### config.mk
export PLATFORM = sky130hd
export DESIGN_NAME = lru_address_tag_store
export DESIGN_NICKNAME = d
export VERILOG_FILES = /design/src/rtl/lats_pkg.sv /design/src/rtl/lats_ram.sv /design/src/rtl/lru_address_tag_store.sv
export VERILOG_INCLUDE_DIRS = /design/src /design/src/rtl
export SDC_FILE = /design/constraint.sdc
export NUM_CORES = 1
export LEC_CHECK = 0
export ABC_AREA = 1
export BUFFER_PORTS_ARGS = -buffer_cell sky130_fd_sc_hd__buf_4
export CAP_MARGIN = 20
export CORE_MARGIN = 2
export CORE_UTILIZATION = 50
export DETAILED_ROUTE_END_ITERATION = 10
export PLACE_DENSITY = 0.78
export SLEW_MARGIN = 20
export SYNTH_ARGS = -nofsm -noshare
export SYNTH_HDL_FRONTEND = slang
export SYNTH_SLANG_ARGS = --single-unit
### constraint.sdc
create_clock -name clk -period 5.76 [get_ports clk]
set_clock_uncertainty 0.15 [all_clocks]
set_input_delay 0.288 -clock clk [delete_from_list [all_inputs] [get_ports clk]]
set_output_delay 0.288 -clock clk [all_outputs]
set_load 0.1 [all_outputs]
### src/rtl/lru_address_tag_store_defines.svh
// ---------------------------------------------------------------------------
// Assertion macros for the LRU address tag store.
// Define ASSERT_OFF to compile the checks away.
// ---------------------------------------------------------------------------
`ifndef LRU_ADDRESS_TAG_STORE_DEFINES_SVH
`define LRU_ADDRESS_TAG_STORE_DEFINES_SVH

`ifndef ASSERT_OFF

// Implication checked at every rising clock edge, held off during reset.
`define LATS_ASSERT_IMP(lbl, clk, rst_n, pre, post, msg) \
	lbl: assert property (@(posedge clk) disable iff (!rst_n) (pre) |-> (post)) \
		else $error(msg);

// Plain invariant checked at every rising clock edge, held off during reset.
`define LATS_ASSERT_ALWAYS(lbl, clk, rst_n, prop, msg) \
	lbl: assert property (@(posedge clk) disable iff (!rst_n) (prop)) \
		else $error(msg);

`else

`define LATS_ASSERT_IMP(lbl, clk, rst_n, pre, post, msg)
`define LATS_ASSERT_ALWAYS(lbl, clk, rst_n, prop, msg)

`endif

`endif

### src/rtl/lats_pkg.sv
`timescale 1ns / 1ps
// ---------------------------------------------------------------------------
// lats_pkg
// Shared widths, request codes and types of the LRU address tag store.
// ---------------------------------------------------------------------------
package lats_pkg;

	localparam int ADDR_W      = 32;
	localparam int SLOT_W      = 4;
	localparam int TOTAL_W     = 5;
	localparam int ENTRIES_DEF = 16;

	typedef logic [ADDR_W-1:0]  addr_t;
	typedef logic [SLOT_W-1:0]  slot_t;
	typedef logic [TOTAL_W-1:0] total_t;

	// Request codes
	typedef enum logic [1:0] {
		KIND_SET    = 2'd0,
		KIND_FIND   = 2'd1,
		KIND_REMOVE = 2'd2,
		KIND_CLEAR  = 2'd3
	} kind_e;

endpackage

### src/rtl/lats_ram.sv
`timescale 1ns / 1ps
// ---------------------------------------------------------------------------
// lats_ram
// Generic single-write, single-read RAM with registered read data.
// ---------------------------------------------------------------------------
module lats_ram #(
	parameter int WIDTH = 32,
	parameter int DEPTH = 16,
	parameter int AW    = $clog2(DEPTH)
) (
	input  logic             clk,
	input  logic             we,
	input  logic [AW-1:0]    waddr,
	input  logic [WIDTH-1:0] wdata,
	input  logic             re,
	input  logic [AW-1:0]    raddr,
	output logic [WIDTH-1:0] rdata
);

	logic [WIDTH-1:0] mem_q [DEPTH];
	logic [WIDTH-1:0] rdata_q;

	// Write port
	always_ff @(posedge clk) begin
		if (we) begin
			mem_q[waddr] <= wdata;
		end
	end

	// Registered read port
	always_ff @(posedge clk) begin
		if (re) begin
			rdata_q <= mem_q[raddr];
		end
	end

	assign rdata = rdata_q;

endmodule

### src/rtl/lru_address_tag_store.sv
`timescale 1ns / 1ps
// ---------------------------------------------------------------------------
// lru_address_tag_store
// Fully associative store of buffer addresses kept in most-recently-used
// order. Addresses sit in a RAM that is scanned per request; live bits and
// age ranks sit in flops and update in parallel when the request commits.
//
//   channel | signals                           | direction
//   --------+-----------------------------------+----------
//   in      | in_valid, in_ready, kind, address | into block
//   out     | out_valid, out_ready, hit, slot,  | out of block
//           | slot_valid, evicted,              |
//           | evicted_address, entry_total      |
//
// Clear skips the scan and goes straight to the finish state. Other requests
// scan the address RAM one entry per cycle through its single read port,
// stopping at the first hit or after the last entry.
// One request is in flight at a time; in_ready is high only when idle.
// A finished result waits in the output register while the next beat is
// accepted; commit of that next request waits while the register is full.
// Asynchronous reset empties the store; the RAM needs no clearing.
// ---------------------------------------------------------------------------
`include "lru_address_tag_store_defines.svh"

module lru_address_tag_store #(
	parameter int ENTRIES = lats_pkg::ENTRIES_DEF
) (
	input  logic             clk,
	input  logic             arst_n,
	input  logic             in_valid,
	output logic             in_ready,
	input  lats_pkg::kind_e  kind,
	input  lats_pkg::addr_t  address,
	output logic             out_valid,
	input  logic             out_ready,
	output logic             hit,
	output lats_pkg::slot_t  slot,
	output logic             slot_valid,
	output logic             evicted,
	output lats_pkg::addr_t  evicted_address,
	output lats_pkg::total_t entry_total
);

	import lats_pkg::*;

	localparam int IDX_W = $clog2(ENTRIES);
	localparam int CNT_W = $clog2(ENTRIES + 1);

	typedef logic [IDX_W-1:0] idx_t;
	typedef logic [CNT_W-1:0] cnt_t;

	typedef enum logic [1:0] {
		ST_IDLE,
		ST_SCAN,
		ST_FINISH
	} state_e;

	// Control state
	state_e              state_q;
	kind_e               kind_q;
	logic                issue_on_q;
	idx_t                issue_idx_q;
	logic                rd_vld_s1;
	idx_t                rd_idx_s1;
	logic                hit_q;
	idx_t                slot_q;
	logic                vic_found_q;
	idx_t                vic_slot_q;
	logic                free_found_q;
	idx_t                free_slot_q;
	logic [ENTRIES-1:0]  live_q;
	idx_t                rank_q [ENTRIES];
	cnt_t                live_cnt_q;
	logic                out_valid_q;

	// Payload registers
	addr_t               addr_q;
	addr_t               vic_addr_q;
	logic                o_hit_q;
	slot_t               o_slot_q;
	logic                o_sv_q;
	logic                o_ev_q;
	addr_t               o_evaddr_q;
	total_t              o_total_q;

	// Combinational
	logic                accept;
	logic                commit;
	logic                ram_re;
	addr_t               ram_rdata;
	logic                ram_we;
	logic                cmp_match;
	logic                cmp_last;
	logic                cmp_victim;
	logic                full;
	idx_t                ins_slot;
	idx_t                sel_rank;
	logic [ENTRIES-1:0]  live_n;
	idx_t                rank_n [ENTRIES];
	cnt_t                cnt_n;
	logic                o_hit_n;
	idx_t                o_slot_n;
	logic                o_sv_n;
	logic                o_ev_n;
	addr_t               o_evaddr_n;

	assign in_ready = (state_q == ST_IDLE);
	assign accept   = in_valid && in_ready;
	assign commit   = (state_q == ST_FINISH) && (!out_valid_q || out_ready);

	// Address RAM: scanned in ST_SCAN, written when an insert commits
	assign ram_re = (state_q == ST_SCAN) && issue_on_q;

	lats_ram #(
		.WIDTH (ADDR_W),
		.DEPTH (ENTRIES)
	) u_addr_ram (
		.clk   (clk),
		.we    (ram_we),
		.waddr (ins_slot),
		.wdata (addr_q),
		.re    (ram_re),
		.raddr (issue_idx_q),
		.rdata (ram_rdata)
	);

	// Compare stage of the scan
	assign cmp_match  = rd_vld_s1 && live_q[rd_idx_s1] && (ram_rdata == addr_q);
	assign cmp_last   = (rd_idx_s1 == idx_t'(ENTRIES - 1));
	assign cmp_victim = live_q[rd_idx_s1] && (rank_q[rd_idx_s1] == idx_t'(ENTRIES - 1));

	assign full     = (live_cnt_q >= cnt_t'(ENTRIES));
	assign ins_slot = full ? vic_slot_q : free_slot_q;
	assign sel_rank = rank_q[slot_q];
	assign ram_we   = commit && (kind_q == KIND_SET) && !hit_q;

	// Next live bits, ranks, count and result fields at commit
	always_comb begin
		live_n     = live_q;
		rank_n     = rank_q;
		cnt_n      = live_cnt_q;
		o_hit_n    = 1'b0;
		o_slot_n   = '0;
		o_sv_n     = 1'b0;
		o_ev_n     = 1'b0;
		o_evaddr_n = '0;
		case (kind_q)
			KIND_CLEAR: begin
				live_n = '0;
				for (int i = 0; i < ENTRIES; i++) begin
					rank_n[i] = '0;
				end
				cnt_n = '0;
			end
			KIND_FIND: begin
				if (hit_q) begin
					o_hit_n  = 1'b1;
					o_slot_n = slot_q;
					o_sv_n   = 1'b1;
				end
			end
			KIND_REMOVE: begin
				if (hit_q) begin
					for (int i = 0; i < ENTRIES; i++) begin
						if (live_q[i] && (rank_q[i] > sel_rank)) begin
							rank_n[i] = rank_q[i] - idx_t'(1);
						end
					end
					live_n[slot_q] = 1'b0;
					rank_n[slot_q] = '0;
					cnt_n          = live_cnt_q - cnt_t'(1);
					o_hit_n        = 1'b1;
					o_slot_n       = slot_q;
				end
			end
			KIND_SET: begin
				if (hit_q) begin
					// promote to most recent
					for (int i = 0; i < ENTRIES; i++) begin
						if (live_q[i] && (rank_q[i] < sel_rank)) begin
							rank_n[i] = rank_q[i] + idx_t'(1);
						end
					end
					rank_n[slot_q] = '0;
					o_hit_n        = 1'b1;
					o_slot_n       = slot_q;
					o_sv_n         = 1'b1;
				end else begin
					// insert, evicting the oldest when full
					for (int i = 0; i < ENTRIES; i++) begin
						if (live_q[i] && !(full && (idx_t'(i) == ins_slot))) begin
							rank_n[i] = rank_q[i] + idx_t'(1);
						end
					end
					live_n[ins_slot] = 1'b1;
					rank_n[ins_slot] = '0;
					cnt_n            = full ? live_cnt_q : live_cnt_q + cnt_t'(1);
					o_slot_n         = ins_slot;
					o_sv_n           = 1'b1;
					o_ev_n           = full;
					o_evaddr_n       = full ? vic_addr_q : '0;
				end
			end
			default: begin
				live_n = live_q;
			end
		endcase
	end

	// Sequencer, scan bookkeeping and store state
	always_ff @(posedge clk or negedge arst_n) begin
		if (!arst_n) begin
			state_q      <= ST_IDLE;
			kind_q       <= KIND_SET;
			issue_on_q   <= 1'b0;
			issue_idx_q  <= '0;
			rd_vld_s1    <= 1'b0;
			rd_idx_s1    <= '0;
			hit_q        <= 1'b0;
			slot_q       <= '0;
			vic_found_q  <= 1'b0;
			vic_slot_q   <= '0;
			free_found_q <= 1'b0;
			free_slot_q  <= '0;
			live_q       <= '0;
			for (int i = 0; i < ENTRIES; i++) begin
				rank_q[i] <= '0;
			end
			live_cnt_q   <= '0;
			out_valid_q  <= 1'b0;
		end else begin
			if (out_ready && !commit) begin
				out_valid_q <= 1'b0;
			end
			case (state_q)
				ST_IDLE: begin
					if (accept) begin
						kind_q       <= kind;
						issue_on_q   <= 1'b1;
						issue_idx_q  <= '0;
						rd_vld_s1    <= 1'b0;
						hit_q        <= 1'b0;
						slot_q       <= '0;
						vic_found_q  <= 1'b0;
						vic_slot_q   <= '0;
						free_found_q <= 1'b0;
						free_slot_q  <= '0;
						state_q      <= (kind == KIND_CLEAR) ? ST_FINISH : ST_SCAN;
					end
				end
				ST_SCAN: begin
					// read issue
					if (issue_on_q) begin
						issue_idx_q <= issue_idx_q + idx_t'(1);
						if (issue_idx_q == idx_t'(ENTRIES - 1)) begin
							issue_on_q <= 1'b0;
						end
					end
					rd_vld_s1 <= issue_on_q;
					rd_idx_s1 <= issue_idx_q;
					// compare; rd_vld_s1 is only looked at while scanning
					if (rd_vld_s1) begin
						if (!vic_found_q && (cmp_victim || (rd_idx_s1 == '0))) begin
							vic_slot_q <= rd_idx_s1;
						end
						if (cmp_victim) begin
							vic_found_q <= 1'b1;
						end
						if (!free_found_q && !live_q[rd_idx_s1]) begin
							free_found_q <= 1'b1;
							free_slot_q  <= rd_idx_s1;
						end
						if (cmp_match) begin
							hit_q   <= 1'b1;
							slot_q  <= rd_idx_s1;
							state_q <= ST_FINISH;
						end else if (cmp_last) begin
							state_q <= ST_FINISH;
						end
					end
				end
				ST_FINISH: begin
					if (commit) begin
						live_q      <= live_n;
						rank_q      <= rank_n;
						live_cnt_q  <= cnt_n;
						out_valid_q <= 1'b1;
						state_q     <= ST_IDLE;
					end
				end
				default: begin
					state_q <= ST_IDLE;
				end
			endcase
		end
	end

	// Payload: request address, victim address, result fields
	always_ff @(posedge clk) begin
		if (accept) begin
			addr_q <= address;
		end
		if ((state_q == ST_SCAN) && rd_vld_s1 && !vic_found_q
			&& (cmp_victim || (rd_idx_s1 == '0))) begin
			vic_addr_q <= ram_rdata;
		end
		if (commit) begin
			o_hit_q    <= o_hit_n;
			o_slot_q   <= slot_t'(o_slot_n);
			o_sv_q     <= o_sv_n;
			o_ev_q     <= o_ev_n;
			o_evaddr_q <= o_evaddr_n;
			o_total_q  <= total_t'(cnt_n);
		end
	end

	assign out_valid       = out_valid_q;
	assign hit             = o_hit_q;
	assign slot            = o_slot_q;
	assign slot_valid      = o_sv_q;
	assign evicted         = o_ev_q;
	assign evicted_address = o_evaddr_q;
	assign entry_total     = o_total_q;

	// Checks
	`LATS_ASSERT_ALWAYS(a_cnt_range, clk, arst_n, live_cnt_q <= cnt_t'(ENTRIES), "count high")
	`LATS_ASSERT_ALWAYS(a_cnt_pop, clk, arst_n, $countones(live_q) == int'(live_cnt_q), "count off")
	`LATS_ASSERT_IMP(a_we_insert, clk, arst_n, ram_we, (state_q == ST_FINISH) && !hit_q, "bad write")
	`LATS_ASSERT_IMP(a_hit_live, clk, arst_n, (state_q == ST_FINISH) && hit_q, live_q[slot_q], "dead hit")
	`LATS_ASSERT_IMP(a_out_rise, clk, arst_n, $rose(out_valid_q), $past(state_q == ST_FINISH), "no commit")

endmodule
==> impl_metrics.toml, run 1 <==
[run_status]
outcome = "complete, no violations"

[finish]
fillers = 5802
antenna_cells = 0
nets = 3797
drive_above_1_share_pct = 9.48
areaGrowthSynthToFinish_pct = 13.1
final_cells = 4681

[floorplanning]
io_pins = 84
core-area_mm2 = 0.0727
die_w_um = 275
fp.dieH_um = 275
die_area_mm2 = 0.0754
initial_core_util_pct = 50.3
rows = 99

[setup_path]
worstPathRequired_ns = 6.09
critPathKind = "flop to flop"
startpoint_type = "flop"
crit_path_end_kind = "flop"
critical_path.max_fanout = 21
reg2reg_depth = 18
worstReg2RegStart = "slot_q[0]"
r2r_slack_ns = 1.77
worstPathArrival_ns = 4.33
r2r_end = "rank_q[47]"

[routing]
vias_per_cell = 6.07
wl_per_cell_um = 22.0
firstDrtPassIters = 6
drtAntennaViolNets = 0
dr.first_iter.drc_count = 3834
drc = 0
vias = 28400
routed_wl_mm = 103

[synth]
synth.most_common_cell = "edfxtp_1"
synth_fp_nets = 3696
synth_common_cells = "edfxtp_1 (652), nand2_1 (527), nor2_1 (469)"
synthTopCellsByArea = "edfxtp_1 (54%), dfrtp_1 (7.9%), o21ai_0 (5.9%)"
syn_inst = 3555
synthesis.area_mm2 = 0.0366
avgSynthCellArea_um2 = 10.3
async_flop_share_pct = 15.0
yosysWarnings = 0
yosys.area.top_type = "edfxtp_1"
yosys_register_bits = 767
synth_ff_type = "edfxtp_1"
netlist-cell-type-count = 51
ys_seq_area_share_pct = 61.4
yosysTopAreaCellShare_pct = 53.5
synth_edf_count = 652

[sta]
fin_crit_ns = 3.99
rsz0062_at_grt = "false"
worstMarginPinSlew_ns = 1.20
finalSetupTns_ns = 0
fmax_mhz = 250
post-route-period-util_pct = 69.4
final-max-slew-violation-count = 0
hold_viol = 0
max_slew_margin_pct = 19.7
setup_violations = 0

[clock_network]
tritoncts = "built"
cts_resized = 0
cts_max_level = 3
clockBufferDepth = 3
numCtsBuffers = 79
cts.sinks = 767
cts-root-buf = "clkbuf_16"
clkTransAtPathRegs_ns = 0.06
insertion_delay_ns = 0.64

[placed_design]
dp.cells = 4495
gp_congestion = 1.03
port_buffers = 83
dpl.hpwl_mm = 63.0

[worst_hold_path]
hp-class = "input pin to asynchronous set/reset pin"

[grt]
grt_pass1_wl_mm = 157
antenna_found_initial = 1
grt_use_total_pct = 27.2
grt_max_degree = 199
first_global_vias = 27400
grt_overflow = 0

[power_and_ir_drop]
power_uw = 19000
ir_drop_mv = 0.339
p_per_area_mw_per_mm2 = 460
p_leak_uw = 0.0155

[run]
drv_cap = 0
==> metrics by stage <==
step | hold slack [ns] | util [%] | area, um2 | worst slack [ns]
floorplan | -0.158 | - | 36600 | 1.66
global placement | 0.285 | 52.8 | 38400 | 2.02
detailed placement | 0.285 | 52.8 | 38400 | 1.88
CTS | 0.179 | 56.8 | 41300 | 1.87
global route | 0.199 | 56.9 | 41400 | 1.42
finish | 0.199 | 56.9 | 41400 | 1.77
==> cell families after synthesis <==
family / Yosys count / share of synthesized area, %
xor+xnor: 48 / 1.15
simple gates: 1306 / 15.1
buf+inv: 447 / 4.77
fa+ha+maj: 103 / 3.52
compound gates: 884 / 14.0
flops: 767 / 61.4
==> power breakdown <==
part | internal [uW] | switching (uW) | total (uW) | leakage [uW]
Clock | 2900 | 2210 | 5110 | 0.00124
Combinational | 1820 | 4480 | 6290 | 0.00679
Sequential | 6820 | 779 | 7600 | 0.00746
==> area by class of cell <==
cell class | instances | area (um2) | share of cell area, %
well taps | 959 | 1200 | 2.90
multi-input cells | 2341 | 12600 | 30.3
repair buffers | 171 | 1430 | 3.47
clock inverters | 43 | 452 | 1.09
flip-flops and latches | 767 | 22500 | 54.3
clock buffers | 104 | 2120 | 5.13
inverters | 296 | 1140 | 2.76
==> critical path, cell delays in order, from the launching register on <==
cell	delay, ns
dfrtp_1	0.45
nand2_1	0.58
o22ai_1	0.16
o21ai_0	0.22
nand2_1	0.11
a221oi_2	0.40
buf_4	0.35
ha_1	0.29
nand2_1	0.10
o21bai_1	0.13
nand2_1	0.08
o21ai_0	0.33
nand2_1	0.12
nand2_1	0.07
nand2_1	0.06
inv_1	0.05
nand2_1	0.04
nand2_1	0.05
o21ai_0	0.08
==> cell usage in the layout (no fill, tap or decap), types with 5 or more instances in the layout <==
cell and instances:
nor2_4 21, nand2_4 8, o21ai_2 5, a31oi_1 16, o211ai_1 62, nand2_1 527
buf_4 129, o22ai_1 115, dlygate4sd3_1 37, or2_2 14, xnor2_1 13, nand3_1 203
bufinv_16 6, nand4_1 29, a22oi_1 7, a21oi_1 114, nand2_2 16, dfrtp_1 112
o21ai_1 38, clkbuf_16 80, edfxtp_1 652, o21ai_0 431, inv_2 12, nor3_1 10
clkinv_1 24, xor2_1 35, inv_1 269, ha_1 103, nor2_2 8, clkbuf_1 21
o31ai_1 7, o21bai_1 13, nor2_1 453, o221ai_1 61, clkinv_2 12, nor4_1 6
==> metal layers <==
layer,part of all wire (%),global-route usage (%),up-vias
li1,-,-,12800
met3,9.2,4.49,391
met2,46,43.4,1736
met1,39,35.7,13500
met4,5.4,14.5,0
met5,0,0,-
==> how the worst max path moves through the flow <==
| stage | startpoint | to | slack [ns] | cells after the start |
|---|---|---|---|---|
| after floorplan | rd_idx_s1[0] | vic_addr_q[0] | 1.66 | 11 |
| after global placement | slot_q[1] | rank_q[47] | 2.02 | 19 |
| after detailed placement | slot_q[0] | rank_q[35] | 1.88 | 19 |
| after CTS | slot_q[0] | rank_q[35] | 1.87 | 19 |
| after global routing | slot_q[0] | rank_q[35] | 1.42 | 19 |
| final | slot_q[0] | rank_q[47] | 1.77 | 18 |
==> repair_timing <==
action / in CTS / in global routing
hold endpoints to repair: 108 / 0
hold buffers: 37 / 0
setup buffers: 0 / 0
==> state kept, by name (all words and copies together) (netlist names), 5 cells and up <==
signal	cells
addr_q	32
entry_total	5
evicted_address	32
live_cnt_q	5
live_q	16
rank_q	64
u_addr_ram.mem_q	512
u_addr_ram.rdata	32
vic_addr_q	32
No activity file was read; power rests on OpenSTA's default activity.
==> inputs of run 2 (changes only) <==
- ABC_AREA: 1 -> 0
- clock period: 5.76 -> 3.7 ns (I/O delays scaled with it)
==> run 2 against run 1 <==
Critical endpoint is now rank_q[40]. Combinational power up 76%. Register-to-register slack worse by 1.9 ns. Largest power group unchanged. Non-clock buffer count up 120. Highest routed layer is now met5. Global-route usage up 1.7 points. The flow now finishes with violations (setup timing). First-iteration DRC count down 13%.
==> impl_metrics.toml, run 2 <==
[run_status]
outcome = "finished, violations left"
violations = "setup timing"

[finish]
postLayoutCellArea_mm2 = 0.0415
final_cell_mix = "edfxtp_1 (652), buf_4 (229), mux4_2 (185)"
top_regs = "u_addr_ram.mem_q (512), rank_q (64)"
regMostFlops = "u_addr_ram.mem_q"
largest_reg_flops = 512
layout_commonest_cell = "edfxtp_1"
drive_above_1_share_pct = 26.2
nets = 2709
final_cells = 3569
antenna_cells = 0
fillers = 4962
areaGrowthSynthToFinish_pct = 18.4

[synth]
ys_seq_area_share_pct = 64.1
avgSynthCellArea_um2 = 15.1
synth_fp_nets = 2455
synthTopCellsByArea = "edfxtp_1 (56%), mux4_2 (12%), dfrtp_1 (8.2%)"
synth.most_common_cell = "edfxtp_1"
async_flop_share_pct = 15.0
syn_inst = 2314
synth_common_cells = "edfxtp_1 (652), mux4_2 (185), nand2_1 (125)"
yosysWarnings = 0
netlist-cell-type-count = 83
synth_edf_count = 652
yosys_register_bits = 767
yosys.area.top_type = "edfxtp_1"
synthesis.area_mm2 = 0.0351
synth_ff_type = "edfxtp_1"
yosysTopAreaCellShare_pct = 55.9

[grt]
grt_pass1_wl_mm = 153
first_global_vias = 23600
grt_overflow = 0
grt_max_degree = 101
antenna_found_initial = 2
grt_use_total_pct = 28.9

[routing]
vias = 24100
wl_per_cell_um = 29.3
firstDrtPassIters = 6
drtAntennaViolNets = 0
routed_wl_mm = 105
drc = 0
vias_per_cell = 6.74
dr.first_iter.drc_count = 3348

[setup_path]
cpLargestDelayFamily = "compound AO/OA/AOI/OAI gates"
path_cells = "mux4_2 > mux4_2 > clkinvlp_4 > buf_6 > buf_12 > ha_4 > nor2b_1 > o21a_1 > o21a_1 > o31ai_2 > nand2_1 > a211o_1 > o21ai_1"
worstPathArrival_ns = 4.19
critical_path.max_fanout = 11
startpoint_type = "flop"
worstPathRequired_ns = 4.10
crit_path_end_kind = "flop"
slowest_stage = "dfrtp_1"
path_buf_inv = 3
critPathKind = "flop to flop"
slowest_delay_ns = 0.68

[floorplanning]
die_w_um = 269
fp.dieH_um = 269
initial_core_util_pct = 50.3
core-area_mm2 = 0.0697
io_pins = 84
rows = 97
die_area_mm2 = 0.0722

[power_and_ir_drop]
switching_share_pct = 36.2
internal_power_uw = 19800
pwr-share-seq_pct = 37.8
ir_drop_mv = 0.478
p_per_area_mw_per_mm2 = 747
power_frac_comb_pct = 35.9
clkPwrFrac_pct = 26.4
p_sw_uw = 11200
p_leak_uw = 0.0144

[sta]
fmax_mhz = 264
fin_ws_ns = -0.0865
fin_crit_ns = 3.79
final-max-slew-violation-count = 0
hold_viol = 0
setup_violations = 14
max_slew_margin_pct = 40.3
rsz0062_at_grt = "true"
post-route-period-util_pct = 102
worstMarginPinSlew_ns = 0.896

[placed_design]
place_area_mm2 = 0.0381
dpl.hpwl_mm = 60.8
port_buffers = 83
gp_congestion = 0.979
dp.cells = 3375
place_ws_ns = -0.0999

[clock_network]
numCtsBuffers = 78
clkTransAtPathRegs_ns = 0.07
cts.sinks = 767
tritoncts = "built"
cts_max_level = 3
cts-root-buf = "clkbuf_16"
clockBufferDepth = 3
insertion_delay_ns = 0.66

[run]
drv_cap = 0

[worst_hold_path]
hp-class = "input pin to asynchronous set/reset pin"
run 2: cell types whose count changed after synthesis, sizes merged, moves of 48 or more:
cell	previous run	this run
nand2	552	125
nor3	12	60
nor2	486	103
o221ai	61	10
o22ai	115	8
mux4	0	185
and3	0	55
nand3	203	43
o21ai	477	132
inv	289	71
run 2: layer usage:
layer | up-vias | GRT usage, % | share of wire [%]
li1 | 9783 | - | -
met1 | 12100 | 38.6 | 36
met2 | 1830 | 46.1 | 47
met3 | 373 | 6.43 | 12
met4 | 2 | 12.2 | 5.0
met5 | - | 0 | 0.011
run 2: cell families after synthesis:
family,count (synthesis),share of synthesized area (%)
adder cells (fa/ha/maj),103,3.68
multiplexers,201,12.4
AND/OR/NAND/NOR,519,7.37
flip-flops,767,64.1
buffers and inverters,188,2.15
XOR/XNOR,35,0.874
AO/OA/AOI/OAI,501,9.50
run 2: timing repair:
item,4_1_cts,5_1_grt
setup endpoints to repair,16,51
setup buffers,3,13
hold buffers,37,0
pin swaps,4,31
hold endpoints to repair,91,0
gates cloned,0,1
gates resized for setup,3,70
run 2: final timing paths:
check | depth (start not counted) | slack, ns | from | endpoint
worst max-delay path | 13 | -0.09 | slot_q[1] | rank_q[40]
worst min-delay path | 2 | 0.05 | arst_n | rank_q[22]
worst max register to register | 13 | -0.09 | slot_q[1] | rank_q[40]
worst min register to register | 0 | 0.32 | u_addr_ram.rdata[30] | vic_addr_q[30]
max in group asynchronous | 3 | 2.55 | arst_n | live_cnt_q[4]
min in group clk | 2 | 0.11 | address[15] | addr_q[15]
run 2: area by class of cell:
class	count	area [um2]	share of cell area [%]
Sequential cell	767	22500	54.1
Multi-Input combinational cell	1359	12500	30.0
Timing Repair Buffer	291	2530	6.10
Clock buffer	101	2090	5.03
Tap cell	940	1180	2.83
Clock inverter	40	515	1.24
Inverter	71	270	0.651
run 2: power by group through the flow:
stage,Clock (uW),Sequential [uW],Combinational (uW)
floorplan,0,11600,6860
global placement,0,11700,9970
detailed placement,0,11800,10300
CTS,8200,11700,10500
global route,8500,11800,11700
finish,8170,11700,11100
run 2: stage by stage:
| step | hold slack [ns] | setup TNS, ns | util [%] | total power (uW) |
|---|---|---|---|---|
| after floorplan | -0.261 | -424.35 | - | 18500 |
| after global placement | 0.202 | -0.0171 | 54.7 | 21700 |
| after detailed placement | 0.201 | -0.572 | 54.7 | 22000 |
| after CTS | 0.0659 | -0.0133 | 59.1 | 30400 |
| after global routing | 0.103 | -2.65 | 59.6 | 32000 |
| final | 0.0490 | -0.514 | 59.6 | 31000 |
